[src/hdl/ssuid_pkg.sv]
// Package for the small set union/intersection/difference block.
// Holds field widths, request and status codes, and the controller/datapath structs.
// No dependencies.
`timescale 1ns / 1ps

package ssuid_pkg;

    localparam int unsigned NUM_SETS_DEF     = 8;
    localparam int unsigned SET_CAPACITY_DEF = 16;

    localparam int unsigned VAL_W       = 32;
    localparam int unsigned REQ_W       = 2;
    localparam int unsigned SET_FIELD_W = 3;
    localparam int unsigned STATUS_W    = 2;

    typedef enum logic [REQ_W-1:0] {
        REQ_ADD   = 2'd0,
        REQ_UNION = 2'd1,
        REQ_INTER = 2'd2,
        REQ_DIFF  = 2'd3
    } t_req;

    typedef enum logic [STATUS_W-1:0] {
        STATUS_OK   = 2'd0,
        STATUS_DUP  = 2'd1,
        STATUS_FULL = 2'd2
    } t_status;

    // Request transaction payload as seen by the datapath
    typedef struct packed {
        t_req                    req_type;
        logic [SET_FIELD_W-1:0]  set_a;
        logic [SET_FIELD_W-1:0]  set_b;
        logic signed [VAL_W-1:0] value;
    } t_req_item;

    // Controller to datapath commands
    typedef struct packed {
        logic start;
        logic load;
        logic add;
        logic scan;
        logic fin;
    } t_cmd;

    // Datapath to controller status
    typedef struct packed {
        logic is_add;
        logic ld_done;
        logic scan_done;
        logic push_ok;
    } t_stat;

endpackage

[src/hdl/ssuid_ctrl.sv]
// Controller state machine: sequences accept, buffer load, add or scan, and final item.
// Depends on ssuid_pkg for t_cmd and t_stat.
`timescale 1ns / 1ps

module ssuid_ctrl import ssuid_pkg::*; (
    input  logic  i_clk,
    input  logic  i_rst_n,
    input  logic  i_in_valid,
    output logic  o_in_ready,
    input  t_stat i_stat,
    output t_cmd  o_cmd
);

    typedef enum logic [4:0] {
        S_IDLE = 5'b00001,
        S_LOAD = 5'b00010,
        S_ADD  = 5'b00100,
        S_SCAN = 5'b01000,
        S_FIN  = 5'b10000
    } t_state;

    t_state r_state, n_state;

    always_comb begin
        n_state = r_state;
        o_cmd   = '0;
        case (r_state)
            S_IDLE: begin
                o_cmd.start = i_in_valid;
                if (i_in_valid) n_state = S_LOAD;
            end
            S_LOAD: begin
                o_cmd.load = 1'b1;
                if (i_stat.ld_done) n_state = i_stat.is_add ? S_ADD : S_SCAN;
            end
            S_ADD: begin
                o_cmd.add = 1'b1;
                if (i_stat.push_ok) n_state = S_IDLE;
            end
            S_SCAN: begin
                o_cmd.scan = 1'b1;
                if (i_stat.scan_done) n_state = S_FIN;
            end
            S_FIN: begin
                o_cmd.fin = 1'b1;
                if (i_stat.push_ok) n_state = S_IDLE;
            end
            default: n_state = S_IDLE;
        endcase
    end

    assign o_in_ready = (r_state == S_IDLE);

    always_ff @(posedge i_clk) begin
        if (!i_rst_n) begin
            r_state <= S_IDLE;
        end else begin
            r_state <= n_state;
        end
    end

endmodule

[config.mk]
export PLATFORM = sky130hd
export DESIGN_NAME = ssuid_ctrl
export DESIGN_NICKNAME = d
export VERILOG_FILES = /design/src/hdl/ssuid_pkg.sv /design/src/hdl/ssuid_ctrl.sv
export SDC_FILE = /design/constraint.sdc
export NUM_CORES = 1
export LEC_CHECK = 0
export BUFFER_PORTS_ARGS = -buffer_cell sky130_fd_sc_hd__clkbuf_2
export CAP_MARGIN = 20
export CORE_AREA = 2 2 39 41
export DETAILED_ROUTE_END_ITERATION = 8
export DIE_AREA = 0 0 41 43
export GPL_TIMING_DRIVEN = 0
export MAX_ROUTING_LAYER = met4
export PLACE_DENSITY_LB_ADDON = 0.3
export REMOVE_ABC_BUFFERS = 1
export SLEW_MARGIN = 20
export SYNTH_ARGS = -nofsm -noshare
export SYNTH_HDL_FRONTEND = slang
export SYNTH_SLANG_ARGS = --single-unit
[constraint.sdc]
create_clock -name i_clk -period 2.4 [get_ports i_clk]
set_input_delay 0.12 -clock i_clk [delete_from_list [all_inputs] [get_ports i_clk]]
set_output_delay 0.12 -clock i_clk [all_outputs]
set_load 0.02 [all_outputs]
## Yosys cells after proc, flatten, opt, wreduce, memory -nomap -nowiden

Index checks and enable logic that the tools add are counted.

- Input bits: 7
- Logic and storage cells: 23
- Register bits after elaboration: 5

- Reduce and logical (&&, ||, !) cells: 2
- Equality and inequality tests: 9
- Mux-type cells: 11

Operator list:

| cell | number |
|---|---|
| 2-to-1 mux 5 bit | 4 |
| one-hot mux 5 bit (4 select lines) | 1 |
| != test 2 bit (second input constant) | 3 |
| equality test 5 x 1 -> 1 bit (second input constant) | 1 |
| equality test 5 x 2 -> 1 bit (second input constant) | 1 |
| equality test 5 x 3 -> 1 bit (second input constant) | 1 |
| equality test 5 x 4 -> 1 bit (second input constant) | 1 |
| equality test 5 bit (second input constant) | 1 |
| 2-to-1 mux 1 bit | 5 |
| 2-to-1 mux 4 bit | 1 |
| AND reduction 4 bit | 1 |
| != test 2 x 1 -> 1 bit (second input constant) | 1 |
| OR reduction 2 bit | 1 |

## Depth between registers and ports, before layout

Gate-level depths: netlist of the first run.

- Depth after elaboration: 4
- Mapped depth: 4

## Worst setup path before layout of the first run

Ideal clock, no wire load.

- Path type: register to register
- Start: register r_state[0]
- End: register r_state[1]
- Data arrival time: 1.569 ns
- Period minus slack after synthesis: 1.685 ns
- Required time: 2.285 ns
- Setup time: 0.115 ns
- Cell stages (with the launch flop): 5
- Setup slack: 0.715 ns
- Buffers on the path: 0
- Cells stage by stage: dfxtp_1 -> or3_4 -> or4b_4 -> a31o_1 -> and3_1

- Cells in the longest elaborated chain, start to end: 4

Ends and longest elaborated chain:

| what | line | RTL |
|---|---|---|
| from (decl) | ssuid_ctrl.sv:22 | `t_state r_state, n_state;` |
| from (signal assigned) | ssuid_ctrl.sv:58 | `r_state <= n_state;` |
| equality test 5 bit / equality test 5 x 3 -> 1 bit (equally long branches) | ssuid_ctrl.sv:27 | `case (r_state)` |
| OR reduction 2 bit (no source line) | - |  |
| != test 2 x 1 -> 1 bit (no source line) | - |  |
| AND reduction 4 bit (no source line) | - |  |

Parallel ways exist; a longest one is shown, timed or not.
A chain may end at the register's enable or synchronous reset.

==> results by group, run 1 <==
Outcome
  – Status: finished clean

Critical path
  – Critical Path AT: 1.65 ns
  – Crit path required time: 2.28 ns
  – CP max stage delay: 0.60 ns
  – Slowest-stage cell, CP: or4_1
  – Worst Setup End Kind: primary output
  – Crit path cell chain: or4_1 > nor2_1 > clkbuf_2
  – CP Max Fanout: 7
  – Kind of critical path: flop to primary output
  – Crit path launch type: flop

Power and ir drop
  – Power Density: 668 mW/mm²
  – Leakage: 0.197 nW
  – Total power: 0.287 mW
  – Worst IR drop on VDD: 180 µV

GRT
  – Largest net degree at the start of global routing: 8
  – Initial antenna violation count: 0
  – GRT overflow: 0
  – Vias in the first global route: 307
  – Total Routing Usage GR: 0.107
  – First-pass GRT wire length: 1190 µm

Timing
  – Final setup violating endpoints: 0
  – Peak Freq: 566 MHz
  – Worst slew pin tran: 0.412 ns
  – Tcrit/Tclk final: 0.736
  – Slew Limit Fails: 0
  – Layout Skew: 0.00839 ns
  – Final min period: 1.77 ns
  – RSZ-0062 raised after global routing: false
  – Setup TNS: 0 ns
  – Fin. Hold Viols: 0
  – Max-Slew Margin vs Limit: 0.724

Placed design
  – RePlAce Congestion: 0.711
  – Port bufs: 12
  – Hpwl dp: 593 µm
  – Placed Instances: 65

Detailed routing
  – 1st-iter DRT viols: 5
  – Drt drc: 0
  – Vias: 340
  – Antenna Nets Post-Route: 0
  – TritonRoute pass-1 iters: 4
  – Routed len/inst: 11.2 µm
  – Vias per cell: 4.93
  – Final WL: 772 µm

Finish
  – Post-layout net count: 61
  – Layout cells sized above 1: 0.340
  – Biggest regs: r_state: 5 flops
  – Antenna diode count: 0
  – Reg with most FFs: r_state
  – Finished Layout Cells: 69
  – Max reg flops: 5
  – Layout area overhead: 32.9%

Synth
  – Top-area cell type share of the netlist area: 0.310
  – Sequential share of the synthesized area: 0.310
  – Yosys reg bits: 5
  – Synth Instances: 37
  – Synth area leaders: dfxtp_1 31%, mux2i_1 6.2%, and3_1 5.8%
  – Post-synthesis cell type count: 23
  – Synth Cell Area: 323 µm²
  – Syn Area/Cell: 8.72 µm²
  – Synth Warn #: 0
  – Post-synth top area cell: dfxtp_1

Floorplanning
  – Core ar.: 0.00138 mm²
  – Die Area: 0.00176 mm²
  – Horiz. Die Dim: 41 µm
  – Starting density of the core: 0.233
  – IO Pins: 13
  – Row cnt: 14
  – Die height: 43 µm

Clocking
  – Root buf cell: clkbuf_4
  – CTS tree: yes
  – Post-CTS setup buffers: 0
  – H-Tree Depth: 1
  – Clk_lat worst skew: 0.24 ns
  – Total CTS buffers: 3
  – Clk slew on worst S/H paths: 0.05 ns
  – Clk buf depth: 2
  – CTS sink count: 5
  – Hold Buf Count CTS: 0
  – Post-cts resize count: 0

Hold path
  – Type of the most critical hold path: primary input to flop

Flow run
  – Count of maximum capacitance violations: 0
[power breakdown]
group          leakage (nW)  switching (mW)  total [mW]  internal [mW]
logic                 0.142          0.0449      0.0880         0.0431
registers            0.0408          0.0116       0.102         0.0905
clock network        0.0150          0.0337      0.0965         0.0628
total                 0.197          0.0902       0.287          0.196
[through the flow]
step	setup slack [ns]	area, µm²	util	hold slack, ns
after global placement	0.647	403	0.291	0.375
after CTS	0.631	429	0.310	0.144
after floorplan	0.715	323	-	0.198
final	0.633	429	0.310	0.144
after global routing	0.543	429	0.310	0.169
after detailed placement	0.650	403	0.291	0.380
[area by class of cell]
class,count,area [µm²]
repair buffers,12,60.1
well taps,16,20.0
inverters,1,3.75
multi-input cells,31,219
flip-flops and latches,5,100
clock buffers,4,26.3
fillers,154,955
[synth_stat cells (all sizes together)]
cell type  number
nand3b          1
nand4b          1
a2bb2oi         1
nor2            4
or4             1
xor2            1
nor3b           2
nor4            1
inv             1
o2111a          1
nand3           1
nand2           4
and3            4
dfxtp           5
nand2b          1
mux2i           2
or4b            1
a31o            1
and2            1
o311ai          1
or3             1
nor3            1
[placed cells by master, fill, tap and decap left out, types with 2 or more instances in the layout]
cell type / n
and3_1: 3
nor3b_1: 2
nand2_1: 4
mux2i_1: 2
clkbuf_2: 12
nor2_1: 4
dfxtp_1: 5
clkbuf_4: 3
[cells by family after synthesis]
| family | count (synthesis) | share of synthesized area |
|---|---|---|
| xor+xnor | 1 | 0.0271 |
| buf+inv | 1 | 0.0116 |
| flops | 5 | 0.310 |
| mux | 2 | 0.0620 |
| compound gates | 4 | 0.116 |
| simple gates | 24 | 0.473 |
[worst max-delay path: cells and delay by family, from the launching register on]
kind | cells | cell delay (ns)
DFF | 1 | 0.37
buffers and inverters | 1 | 0.21
and+or+nand+nor | 2 | 0.82
[layer usage]
layer  vias to the layer above  global-route usage  routed length (µm)
met5                         -                   -                   0
met4                         0               0.120                  19
met3                         2              0.0157                  40
met2                        11               0.134                 341
met1                       152               0.128                 371
li1                        175                   -                   -
[worst paths after layout]
check | startpoint | endpoint | slack (ns) | depth (start not counted)
hold / removal | i_rst_n | r_state[0]$_SDFFE_PN1P_ | 0.14 | 2
setup / recovery | r_state[2]$_SDFFE_PN0P_ | o_cmd[3] | 0.63 | 3
setup reg to reg | r_state[0]$_SDFFE_PN1P_ | r_state[1]$_SDFFE_PN0P_ | 0.64 | 4
hold reg to reg | r_state[4]$_SDFFE_PN0P_ | r_state[4]$_SDFFE_PN0P_ | 0.53 | 2
Note: power is estimated with default switching activity, not from simulation.
==> run 2: changes to the inputs <==
- clock period: 2.4 -> 1.8 ns (I/O delays scaled with it)
==> run 2 against run 1 <==
  * Clock power up 33%
  * Via count is 2.4% higher
  * Die area unchanged
  * Sequential power increased by 34%
==> results by group, run 2 (synthesized netlist as in run 1, its figures left out) <==
GRT
  – First-pass GRT wire length: 1190 µm
  – Vias in the first global route: 307
  – Largest net degree at the start of global routing: 8
  – GRT overflow: 0
  – Total Routing Usage GR: 0.107
  – Initial antenna violation count: 0

Power and ir drop
  – Leakage: 0.198 nW
  – Power Internal: 0.264 mW
  – Logic gate share of total power: 0.313
  – Worst IR drop on VDD: 237 µV
  – Clock share of power: 0.332
  – Switching power: 0.123 mW
  – Power Density: 879 mW/mm²
  – Sequential power share: 0.356
  – Sw frac: 0.317

Timing
  – Peak Freq: 573 MHz
  – Fin. Hold Viols: 0
  – Layout Skew: 0.00792 ns
  – Final worst slack: 0.0551 ns
  – RSZ-0062 raised after global routing: false
  – Final min period: 1.74 ns
  – Slew Limit Fails: 0
  – Worst slew pin tran: 0.414 ns
  – Setup TNS: 0 ns
  – Final setup violating endpoints: 0
  – Max-Slew Margin vs Limit: 0.723
  – Tcrit/Tclk final: 0.969

Detailed routing
  – Antenna Nets Post-Route: 0
  – Final WL: 788 µm
  – Met2 WL post-DR: 349 µm
  – Routed len/inst: 11.4 µm
  – 1st-iter DRT viols: 10
  – Met3 wire length: 43 µm
  – TritonRoute pass-1 iters: 4
  – Vias per cell: 5.04
  – Drt drc: 0
  – Top layer in use: met4
  – Metal-1 WL: 375 µm
  – Vias: 348

Floorplanning
  – IO Pins: 13
  – Core ar.: 0.00138 mm²
  – Row cnt: 14
  – Die height: 43 µm
  – Die Area: 0.00176 mm²
  – Starting density of the core: 0.233
  – Horiz. Die Dim: 41 µm

Critical path
  – Kind of critical path: flop to flop
  – CP Max Fanout: 6
  – Crit path required time: 1.92 ns
  – Worst Setup End Kind: flop
  – Critical Path AT: 1.87 ns
  – Crit path launch type: flop

Clocking
  – CTS sink count: 5
  – Clk_lat worst skew: 0.24 ns
  – Clk slew on worst S/H paths: 0.04 ns
  – Post-CTS setup buffers: 0
  – Hold Buf Count CTS: 0
  – Root buf cell: clkbuf_4
  – Total CTS buffers: 3
  – H-Tree Depth: 1
  – CTS tree: yes
  – Post-cts resize count: 0
  – Clk buf depth: 2

Finish
  – Layout area overhead: 36.0%
  – Commonest non-fill, non-tap cell in the layout: clkbuf_2
  – Post-layout net count: 61
  – Max reg flops: 5
  – Reg with most FFs: r_state
  – Commonest non-fill, non-tap cells in the layout: 12 x clkbuf_2, 4 x nand2_1
  – Biggest regs: r_state: 5 flops
  – Antenna diode count: 0
  – Layout cells sized above 1: 0.415

Placed design
  – Hpwl dp: 593 µm
  – Place WS: 0.0498 ns
  – RePlAce Congestion: 0.711
  – Port bufs: 12

Outcome
  – Status: finished clean

Hold path
  – Type of the most critical hold path: primary input to flop

Flow run
  – Count of maximum capacitance violations: 0
run 2: cell counts in the layout (fill, tap and decap cells not counted):
No cell type changed its count.
run 2: path summary, 6_finish.rpt:
check,from,end,slack [ns],cells past startpoint
max,r_state[0]$_SDFFE_PN1P_,r_state[1]$_SDFFE_PN0P_,0.06,4
max reg2reg,r_state[0]$_SDFFE_PN1P_,r_state[1]$_SDFFE_PN0P_,0.06,4
min,i_rst_n,r_state[0]$_SDFFE_PN1P_,0.12,2
min reg2reg,r_state[4]$_SDFFE_PN0P_,r_state[4]$_SDFFE_PN0P_,0.50,2
run 2: metal layers:
layer  global-route usage  vias to the layer above
met2                0.134                       13
li1                     -                      176
met5                    -                        -
met4                0.120                        0
met1                0.128                      157
met3               0.0157                        2
run 2: metrics by stage:
stage | utilization | hold slack (ns) | total power [mW] | area [µm²] | cells
4_1_cts | 0.310 | 0.114 | 0.388 | 429 | 69
3_3_place_gp | 0.291 | 0.345 | 0.255 | 403 | 65
2_1_floorplan | - | 0.168 | 0.221 | 323 | 37
5_1_grt | 0.317 | 0.139 | 0.414 | 439 | 69
6_report | 0.317 | 0.119 | 0.386 | 439 | 69
3_5_place_dp | 0.291 | 0.350 | 0.255 | 403 | 65
run 2: area by class of cell:
type                    count  area [µm²]
fillers                   153         945
multi-input cells          31         226
flip-flops and latches      5         103
repair buffers             12        60.1
clock buffers               4        26.3
well taps                  16        20.0
inverters                   1        3.75
run 2: critical path: stages, from the launching register on:
cell	delay, ns
dfxtp_2	0.34
or3_4	0.40
or4b_4	0.52
a31o_1	0.22
and3_1	0.15
run 2: power groups by stage:
stage / combinational (mW) / clock (mW) / sequential (mW)
floorplan: 0.0880 / 0 / 0.133
global placement: 0.117 / 0 / 0.138
detailed placement: 0.117 / 0 / 0.138
CTS: 0.118 / 0.133 / 0.136
global route: 0.136 / 0.140 / 0.139
finish: 0.121 / 0.128 / 0.137
